**config.mk**
```make
export PLATFORM = sky130hd
export DESIGN_NAME = lenient_utf8_decoder_flat
export DESIGN_NICKNAME = d
export VERILOG_FILES = /design/src/rtl/lud_pkg.sv /design/src/rtl/lud_if.sv /design/src/rtl/lud_decode.sv /design/src/rtl/lenient_utf8_decoder.sv /design/src/flat_wrapper.sv
export SDC_FILE = /design/constraint.sdc
export NUM_CORES = 1
export LEC_CHECK = 0
export ABC_AREA = 1
export BUFFER_PORTS_ARGS = -buffer_cell sky130_fd_sc_hd__buf_2
export CAP_MARGIN = 25
export CORE_ASPECT_RATIO = 1.5
export CORE_MARGIN = 2
export CORE_UTILIZATION = 40
export CTS_CLUSTER_SIZE = 8
export DETAILED_ROUTE_END_ITERATION = 8
export PLACE_DENSITY = 0.58
export RECOVER_POWER = 25
export SYNTH_ARGS = -nofsm -noshare
export SYNTH_HDL_FRONTEND = slang
export SYNTH_SLANG_ARGS = --single-unit
```
**constraint.sdc**
```tcl
create_clock -name clk_i -period 11.1 [get_ports clk_i]
set_clock_uncertainty 0.05 [all_clocks]
set_input_delay 0 -clock clk_i [delete_from_list [all_inputs] [get_ports clk_i]]
set_output_delay 0 -clock clk_i [all_outputs]
set_load 0.05 [all_outputs]
```
**src/rtl/lud_pkg.sv**
```systemverilog
// Package for the lenient UTF-8 decoder: result types shared by the decode
// stage and the top level, and the byte scan functions of the decode stage.
// Depends on nothing.
package lud_pkg;

  localparam int unsigned CpWidth   = 21;
  localparam int unsigned QueueDepth = 4;

  typedef logic [CpWidth-1:0] cp_t;
  typedef logic [3:0][7:0]    byte4_t;

  typedef struct packed {
    cp_t  cp;
    logic run_last;
    logic string_end;
  } result_t;

  typedef struct packed {
    logic [1:0]         n;
    result_t [2:0]      res;
  } bundle_t;

  // Sequence length started by byte c: 2, 3 or 4 for a lead, else 1.
  function automatic logic [2:0] seq_len(logic [7:0] c);
    logic [2:0] len;
    if (c < 8'h80)                    len = 3'd1;
    else if ((c & 8'hE0) == 8'hC0)    len = 3'd2;
    else if ((c & 8'hF0) == 8'hE0)    len = 3'd3;
    else if ((c & 8'hF8) == 8'hF0)    len = 3'd4;
    else                              len = 3'd1;
    return len;
  endfunction

  // Join lead payload bits and the low six bits of each following byte.
  function automatic cp_t join_seq(byte4_t src, logic [2:0] len);
    cp_t cp;
    if (len == 3'd2)      cp = cp_t'(src[0] & 8'h1F);
    else if (len == 3'd3) cp = cp_t'(src[0] & 8'h0F);
    else                  cp = cp_t'(src[0] & 8'h07);
    for (int k = 1; k < 4; k++) begin
      if (3'(k) < len) cp = {cp[CpWidth-7:0], src[k][5:0]};
    end
    return cp;
  endfunction

  // Scan src[0..len) as a complete string; up to three results.
  function automatic bundle_t scan_to_end(byte4_t src, logic [2:0] len);
    bundle_t    r;
    logic [2:0] i;
    logic [2:0] need;
    logic [2:0] idx;
    logic [7:0] c;
    byte4_t     sub;
    r = '0;
    i = 3'd0;
    for (int s = 0; s < 3; s++) begin
      if (i < len) begin
        c    = src[i[1:0]];
        need = seq_len(c);
        for (int k = 0; k < 4; k++) begin
          idx    = i + 3'(k);
          sub[k] = src[idx[1:0]];
        end
        if (need > 3'd1 && ({1'b0, i} + {1'b0, need} <= {1'b0, len})) begin
          r.res[s].cp = join_seq(sub, need);
          i = i + need;
        end else begin
          r.res[s].cp = cp_t'(c);
          i = i + 3'd1;
        end
        r.n = 2'(s + 1);
      end
    end
    return r;
  endfunction

endpackage

```
**src/rtl/lud_if.sv**
```systemverilog
// Stream interfaces for the lenient UTF-8 decoder: byte words in, code
// point words out. Depends on lud_pkg.
interface lud_in_if;
  logic       valid;
  logic       ready;
  logic [7:0] byte_in;
  logic       final_byte;

  modport source (output valid, output byte_in, output final_byte, input ready);
  modport sink   (input valid, input byte_in, input final_byte, output ready);
endinterface

interface lud_out_if;
  logic          valid;
  logic          ready;
  lud_pkg::cp_t  code_point;
  logic          run_last;
  logic          string_end;

  modport source (output valid, output code_point, output run_last,
                  output string_end, input ready);
  modport sink   (input valid, input code_point, input run_last,
                  input string_end, output ready);
endinterface

```
**src/rtl/lud_decode.sv**
```systemverilog
// Decode stage: holds the pending lead and continuation bytes and turns an
// accepted byte word into zero to three results. Depends on lud_pkg.
module lud_decode (
  input  logic             clk_i,
  input  logic             rst_ni,
  input  logic             accept_i,
  input  logic [7:0]       byte_in_i,
  input  logic             final_byte_i,
  output lud_pkg::bundle_t bundle_o
);
  import lud_pkg::*;

  logic [2:0][7:0] pend_q;
  logic [1:0]      cnt_q, cnt_d;
  logic            pend_we;
  logic [1:0]      pend_idx;
  byte4_t          buf_w;
  logic [2:0]      need;
  bundle_t         bun;
  logic [1:0]      last;

  always_comb begin
    for (int k = 0; k < 4; k++) begin
      buf_w[k] = (2'(k) < cnt_q && k < 3) ? pend_q[k[1:0]] : byte_in_i;
    end
  end

  always_comb begin
    bun      = '0;
    cnt_d    = cnt_q;
    pend_we  = 1'b0;
    pend_idx = cnt_q;
    need     = seq_len(pend_q[0]);
    last     = 2'd0;
    if (final_byte_i) begin
      bun   = scan_to_end(buf_w, {1'b0, cnt_q} + 3'd1);
      cnt_d = 2'd0;
    end else if (cnt_q == 2'd0) begin
      if (seq_len(byte_in_i) > 3'd1) begin
        pend_we = 1'b1;
        cnt_d   = 2'd1;
      end else begin
        bun.n         = 2'd1;
        bun.res[0].cp = cp_t'(byte_in_i);
      end
    end else if ({1'b0, cnt_q} + 3'd1 >= need) begin
      bun.n         = 2'd1;
      bun.res[0].cp = join_seq(buf_w, need);
      cnt_d         = 2'd0;
    end else begin
      pend_we = 1'b1;
      cnt_d   = cnt_q + 2'd1;
    end
    if (bun.n != 2'd0) begin
      last                     = bun.n - 2'd1;
      bun.res[last].run_last   = 1'b1;
      bun.res[last].string_end = final_byte_i;
    end
  end

  assign bundle_o = bun;

  always_ff @(posedge clk_i or negedge rst_ni) begin
    if (!rst_ni) begin
      cnt_q <= 2'd0;
    end else if (accept_i) begin
      cnt_q <= cnt_d;
    end
  end

  always_ff @(posedge clk_i) begin
    if (accept_i && pend_we) begin
      pend_q[pend_idx] <= byte_in_i;
    end
  end

endmodule

```
**src/rtl/lenient_utf8_decoder.sv**
```systemverilog
// Top level of the lenient UTF-8 decoder: decode stage and result queue.
// Depends on lud_pkg, lud_if and lud_decode.
//
// Usage: byte words arrive on in_i, one per cycle, with final_byte set on
// the last byte of a string. Code point words leave on out_o; run_last marks
// the last result of one byte and string_end the last result of a string.
// A result is written to the queue as its byte is accepted. Bytes are taken
// one per cycle while the receiver keeps up; a byte that only starts or
// extends a multi-byte sequence gives no word. A final byte that closes a
// cut-short sequence gives up to three words, drained one per cycle from the
// four-entry result queue, and in_i.ready stays low while more than one
// word waits there. A stalled receiver holds the queue; one more byte is
// still taken while a single word waits. Reset empties the queue and drops
// any pending bytes.
module lenient_utf8_decoder (
  input  logic       clk_i,
  input  logic       rst_ni,
  lud_in_if.sink     in_i,
  lud_out_if.source  out_o
);
  import lud_pkg::*;

  result_t [QueueDepth-1:0] q_q, q_d;
  logic [2:0]               cnt_q, cnt_d;
  logic                     push, pop;
  logic [2:0]               base;
  logic [2:0]               j;
  bundle_t                  bun;

  assign in_i.ready = (cnt_q <= 3'd1);
  assign push       = in_i.valid && in_i.ready;
  assign pop        = out_o.valid && out_o.ready;

  lud_decode u_decode (
    .clk_i        (clk_i),
    .rst_ni       (rst_ni),
    .accept_i     (push),
    .byte_in_i    (in_i.byte_in),
    .final_byte_i (in_i.final_byte),
    .bundle_o     (bun)
  );

  always_comb begin
    base = cnt_q - {2'b0, pop};
    j    = 3'd0;
    for (int s = 0; s < QueueDepth; s++) begin
      // advance on pop
      if (pop && s < QueueDepth - 1) q_d[s] = q_q[2'(s + 1)];
      else                           q_d[s] = q_q[s];
      if (push && 3'(s) >= base) begin
        j = 3'(s) - base;
        if (j < {1'b0, bun.n}) q_d[s] = bun.res[j[1:0]];
      end
    end
    cnt_d = base + (push ? {1'b0, bun.n} : 3'd0);
  end

  always_ff @(posedge clk_i or negedge rst_ni) begin
    if (!rst_ni) begin
      cnt_q <= 3'd0;
    end else begin
      cnt_q <= cnt_d;
    end
  end

  always_ff @(posedge clk_i) begin
    q_q <= q_d;
  end

  assign out_o.valid      = (cnt_q != 3'd0);
  assign out_o.code_point = q_q[0].cp;
  assign out_o.run_last   = q_q[0].run_last;
  assign out_o.string_end = q_q[0].string_end;

endmodule

```
**src/flat_wrapper.sv**
```systemverilog
// flat-port wrapper written by rule: the top's interface ports become plain ports
module lenient_utf8_decoder_flat import lud_pkg::*;
  (clk_i, rst_ni, in_i_valid, in_i_byte_in, in_i_final_byte, in_i_ready, out_o_valid, out_o_code_point, out_o_run_last, out_o_string_end, out_o_ready);
  lud_in_if in_i_i ();
  lud_out_if out_o_i ();
  input  logic clk_i;
  input  logic rst_ni;
  input wire logic [$bits(in_i_i.valid)-1:0] in_i_valid;
  input wire logic [$bits(in_i_i.byte_in)-1:0] in_i_byte_in;
  input wire logic [$bits(in_i_i.final_byte)-1:0] in_i_final_byte;
  output wire logic [$bits(in_i_i.ready)-1:0] in_i_ready;
  output wire logic [$bits(out_o_i.valid)-1:0] out_o_valid;
  output wire logic [$bits(out_o_i.code_point)-1:0] out_o_code_point;
  output wire logic [$bits(out_o_i.run_last)-1:0] out_o_run_last;
  output wire logic [$bits(out_o_i.string_end)-1:0] out_o_string_end;
  input wire logic [$bits(out_o_i.ready)-1:0] out_o_ready;
  assign in_i_i.valid = in_i_valid;
  assign in_i_i.byte_in = in_i_byte_in;
  assign in_i_i.final_byte = in_i_final_byte;
  assign in_i_ready = in_i_i.ready;
  assign out_o_valid = out_o_i.valid;
  assign out_o_code_point = out_o_i.code_point;
  assign out_o_run_last = out_o_i.run_last;
  assign out_o_string_end = out_o_i.string_end;
  assign out_o_i.ready = out_o_ready;
  lenient_utf8_decoder u_core (.clk_i(clk_i), .rst_ni(rst_ni), .in_i(in_i_i), .out_o(out_o_i));
endmodule
```
==> impl_summary.md <==
Status
The run finished with clean final reports.

Die
In this run the count of I/O pins placed on the die edge is 38. The number of rows created at floorplan is 66. The initial standard-cell utilization of the core is 40.8%. Measured along the y axis, the die boundary spans 186 µm. From left edge to right edge, the die measures 126 µm.

The die covers 0.0234 mm². The area inside the core boundary is 0.0217 mm².

Drt
After detailed routing, no signal wire sits above met4. Once detail routing completed, the nets flagged for antenna violations numbered 0. The routed wire length on met2 is 18.7 mm. In this run, the number of DRC markers left after iteration 0 of detailed routing was 847. The final wirelength is 38.2 mm. Dividing the detail-routed wire length by the instance count gives 22.9 µm. The first detailed-routing pass took 5 iterations. In the detailed route, the total length drawn on met3 is 1.88 mm. The detailed-route vias per instance is 5.83. For this block, the via count after detailed routing is 9,735. The detailed router put a total of 14.3 mm of wire on met1. The DRC violations left is 0.

GRT
The number of antenna violations at the first check in global routing is 0. The number of global-route vias before repair came to 9,215. Global routing used 32.8% of the available tracks across all layers. The global-route congestion overflow total is 0.

Entering global routing, the biggest net connects 54 pins. The wire length of the first global-routing pass is 57.4 mm.

STA
The worst path setup slack after routing is 0.870 ns. The number of slew-limit violations in the final report came to 0. In this run the tightest slew margin relative to its limit is 19.9%. The final critical path takes up 92.2% of the cycle.

Setup violations remaining at the end of the flow were counted as 0. Setup total negative slack on the finished layout was measured at 0 ns. The final hold violation count is 0.

The time the final worst path needs with I/O delays and setup is 10.23 ns. For the pin with the worst max-slew slack, the measured transition is 1.19 ns. Hold timing on the final database bottoms out at a slack of 0.0381 ns.

Timing would allow up to 0.0978 GHz.

Setup path
For the worst setup path, the data required time is 11.34 ns. Following the worst setup path forward leads to its endpoint at u_core.out_o.code_point[14]. The type of the worst setup path is flop to flop. The setup check on the worst reg-to-reg path leaves a slack of 0.87 ns. Along the worst path, the maximum fanout reaches 28. The worst register-to-register path has a depth of 65. The end of the worst register-to-register path is u_core.out_o.code_point[14].

In this design, the stage delay of the slowest critical-path cell is 0.51 ns. For the worst setup path, the data arrival time is 10.47 ns. The dominant delay contributor by cell family on the critical path is simple AND/OR/NAND/NOR gates. Counting buffers and inverters, the worst setup path is 65 cells deep. The kind of start point of the critical path is a flop. The startpoint identified for the worst register-to-register timing path is u_core.u_decode.cnt_q[0]. The worst setup path startpoint is u_core.u_decode.cnt_q[0].

The most used cell along the critical path is inv_1. The number of buffers and inverters on the critical path is 19. The worst setup path is captured at a flop. The critical-path cell with the highest stage delay is fa_1.

Placed design
The final weighted congestion in routability-driven placement is 1.11. The half-perimeter wire length after placement is 30.6 mm. The worst-case setup slack after placement is 0.612 ns.

The placed instances occupy a cell area of 0.00911 mm². The number of buffer cells added on primary ports is 37.

Yosys
The synthesized design contains 47 enable-type register cells. The synthesized cell area is 0.00886 mm². Of the synthesized area, sequential elements account for 22.5%. Yosys printed 0 warnings. The unique cell type count in the Yosys netlist is 63.

When the netlist entered floorplanning its net count stood at 1,445. The main flop type after synthesis is edfxtp_1. The mean instance size in the synthesized netlist is 6.36 µm². The synthesized netlist cell count is 1,392. In the synthesized netlist the async set-or-reset flop fraction comes to 6.67%. After synthesis the netlist holds a flip-flop and latch count of 75.

Layout
The number of nets in the finished design is 1,446. Relative to the synthesized area, the layout overhead comes to 7.22%. The post-route netlist has 10.4% of its cells at a drive strength greater than 1.

The finished layout cell area is 0.00950 mm². The filler cells instantiated in the layout total 2,389. The antenna diode count is 0.

Clock tree
Buffers inserted during clock tree synthesis total 9. Post-CTS timing repair inserted 0 buffers for setup. The CTS clock-pin slew for the worst setup and hold paths is 0.07 ns. The clock latency on the worst-skew pair is 0.37 ns. TritonCTS built the clock tree.

The clock passes through at most 2 buffers. The clock tree synthesis step divided the H-tree into 3 levels. Counting every sink on the clock net gives 75.

The clock root buffer is clkbuf_16.

Worst hold path
The kind of path behind the tightest hold check is input pin to flop. The worst hold path was traced through 2 stages.

Run
The number of maximum-capacitance violations is 0.
[cell type report]
| class | instances | area (µm²) | area share (%) |
|---|---|---|---|
| timing repair buffer | 72 | 443 | 4.66 |
| clock inverter | 7 | 68.8 | 0.724 |
| inverter | 144 | 544 | 5.73 |
| multi-input combinational | 1091 | 5880 | 61.9 |
| clock buffer | 9 | 225 | 2.37 |
| tap | 272 | 340 | 3.58 |
| sequential | 75 | 2000 | 21.0 |
[per-layer routing]
metal	track usage (%)	vias to the layer above
met5	0	-
met4	25.4	0
met3	4.32	140
met2	58.0	394
met1	35.5	4488
li1	-	4713
[synth_stat cells, drive strengths merged, types with 10 or more instances]
master / count / share of area [%]
o21ai: 180 / 11
edfxtp: 47 / 16
dfxtp: 23 / 5.2
inv: 139 / 5.9
a31oi: 10 / 0.88
nor2: 134 / 7.0
a21oi: 86 / 5.0
nand2: 401 / 18
o211ai: 33 / 2.9
clkbuf: 39 / 1.7
nand3: 120 / 7.4
buf: 43 / 3.7
ha: 37 / 5.2
o22ai: 13 / 0.92
[flip-flops by register name, indices dropped and copies added, names as in the netlist]
signal,cells
u_core.cnt_q,3
u_core.q_q,23
u_core.out_o.string_end,1
u_core.u_decode.pend_q,24
u_core.out_o.code_point,21
u_core.u_decode.cnt_q,2
u_core.out_o.run_last,1
[cell usage in the layout, fill, tap and decap left out, types with 4 or more instances in the layout]
cell type        n
inv_2           15
inv_1          123
clkbuf_16        9
nor2_4           4
xnor2_1          5
clkinv_1         5
o21ai_1         27
nand2_4          8
o211ai_1        32
nor3_1           6
a32oi_1          7
nand3_1        113
a31oi_1          9
nor2_1         121
o22ai_1         13
ha_1            35
o21ai_2          5
a21oi_1         84
o21ai_0        146
nand2_2         26
buf_4           25
nand2_1        366
nand3_2          4
edfxtp_1        47
nor2_2           4
a22oi_1          8
dfxtp_1         23
clkbuf_1        24
a31o_1           5
nor2_8           5
dlygate4sd3_1   10
a32o_1           5
o221ai_1         4
buf_2           13
dfrtp_1          4
[logic make-up (layout without fill, tap and decap cells)]
logic type               after synthesis  count (layout)  synth area share (%)
AO/OA/AOI/OAI                        374             374                  25.3
AND/OR/NAND/NOR                      669             669                  34.0
flip-flops                            75              75                  22.5
multiplexers                           2               2                 0.226
XOR/XNOR                               6               6                 0.593
buffers and inverters                226             232                  11.4
adder cells (fa/ha/maj)               40              40                  5.90
[how the worst min path moves through the flow]
stage / from / to
after floorplan: rst_ni / u_core.cnt_q[0]
after global placement: rst_ni / u_core.u_decode.cnt_q[0]
after detailed placement: rst_ni / u_core.u_decode.cnt_q[0]
after CTS: in_i_final_byte / u_core.q_q[23]
after global routing: in_i_final_byte / u_core.q_q[23]
final: in_i_final_byte / u_core.q_q[23]
[per-stage QoR]
step / utilization [%] / std cells
5_1_grt: 43.7 / 1670
6_report: 43.7 / 1670
2_1_floorplan: - / 1392
3_5_place_dp: 41.9 / 1644
4_1_cts: 43.7 / 1670
3_3_place_gp: 41.9 / 1644
[what timing repair did]
item | CTS | global route
hold buffers | 10 | 0
endpoints found under the setup margin | 0 | 42
endpoints found under the hold margin | 20 | 0
resized for setup | 0 | 6
Power is not shown: default switching activity piles up to over one toggle a cycle in this logic, so the estimate is an artifact.
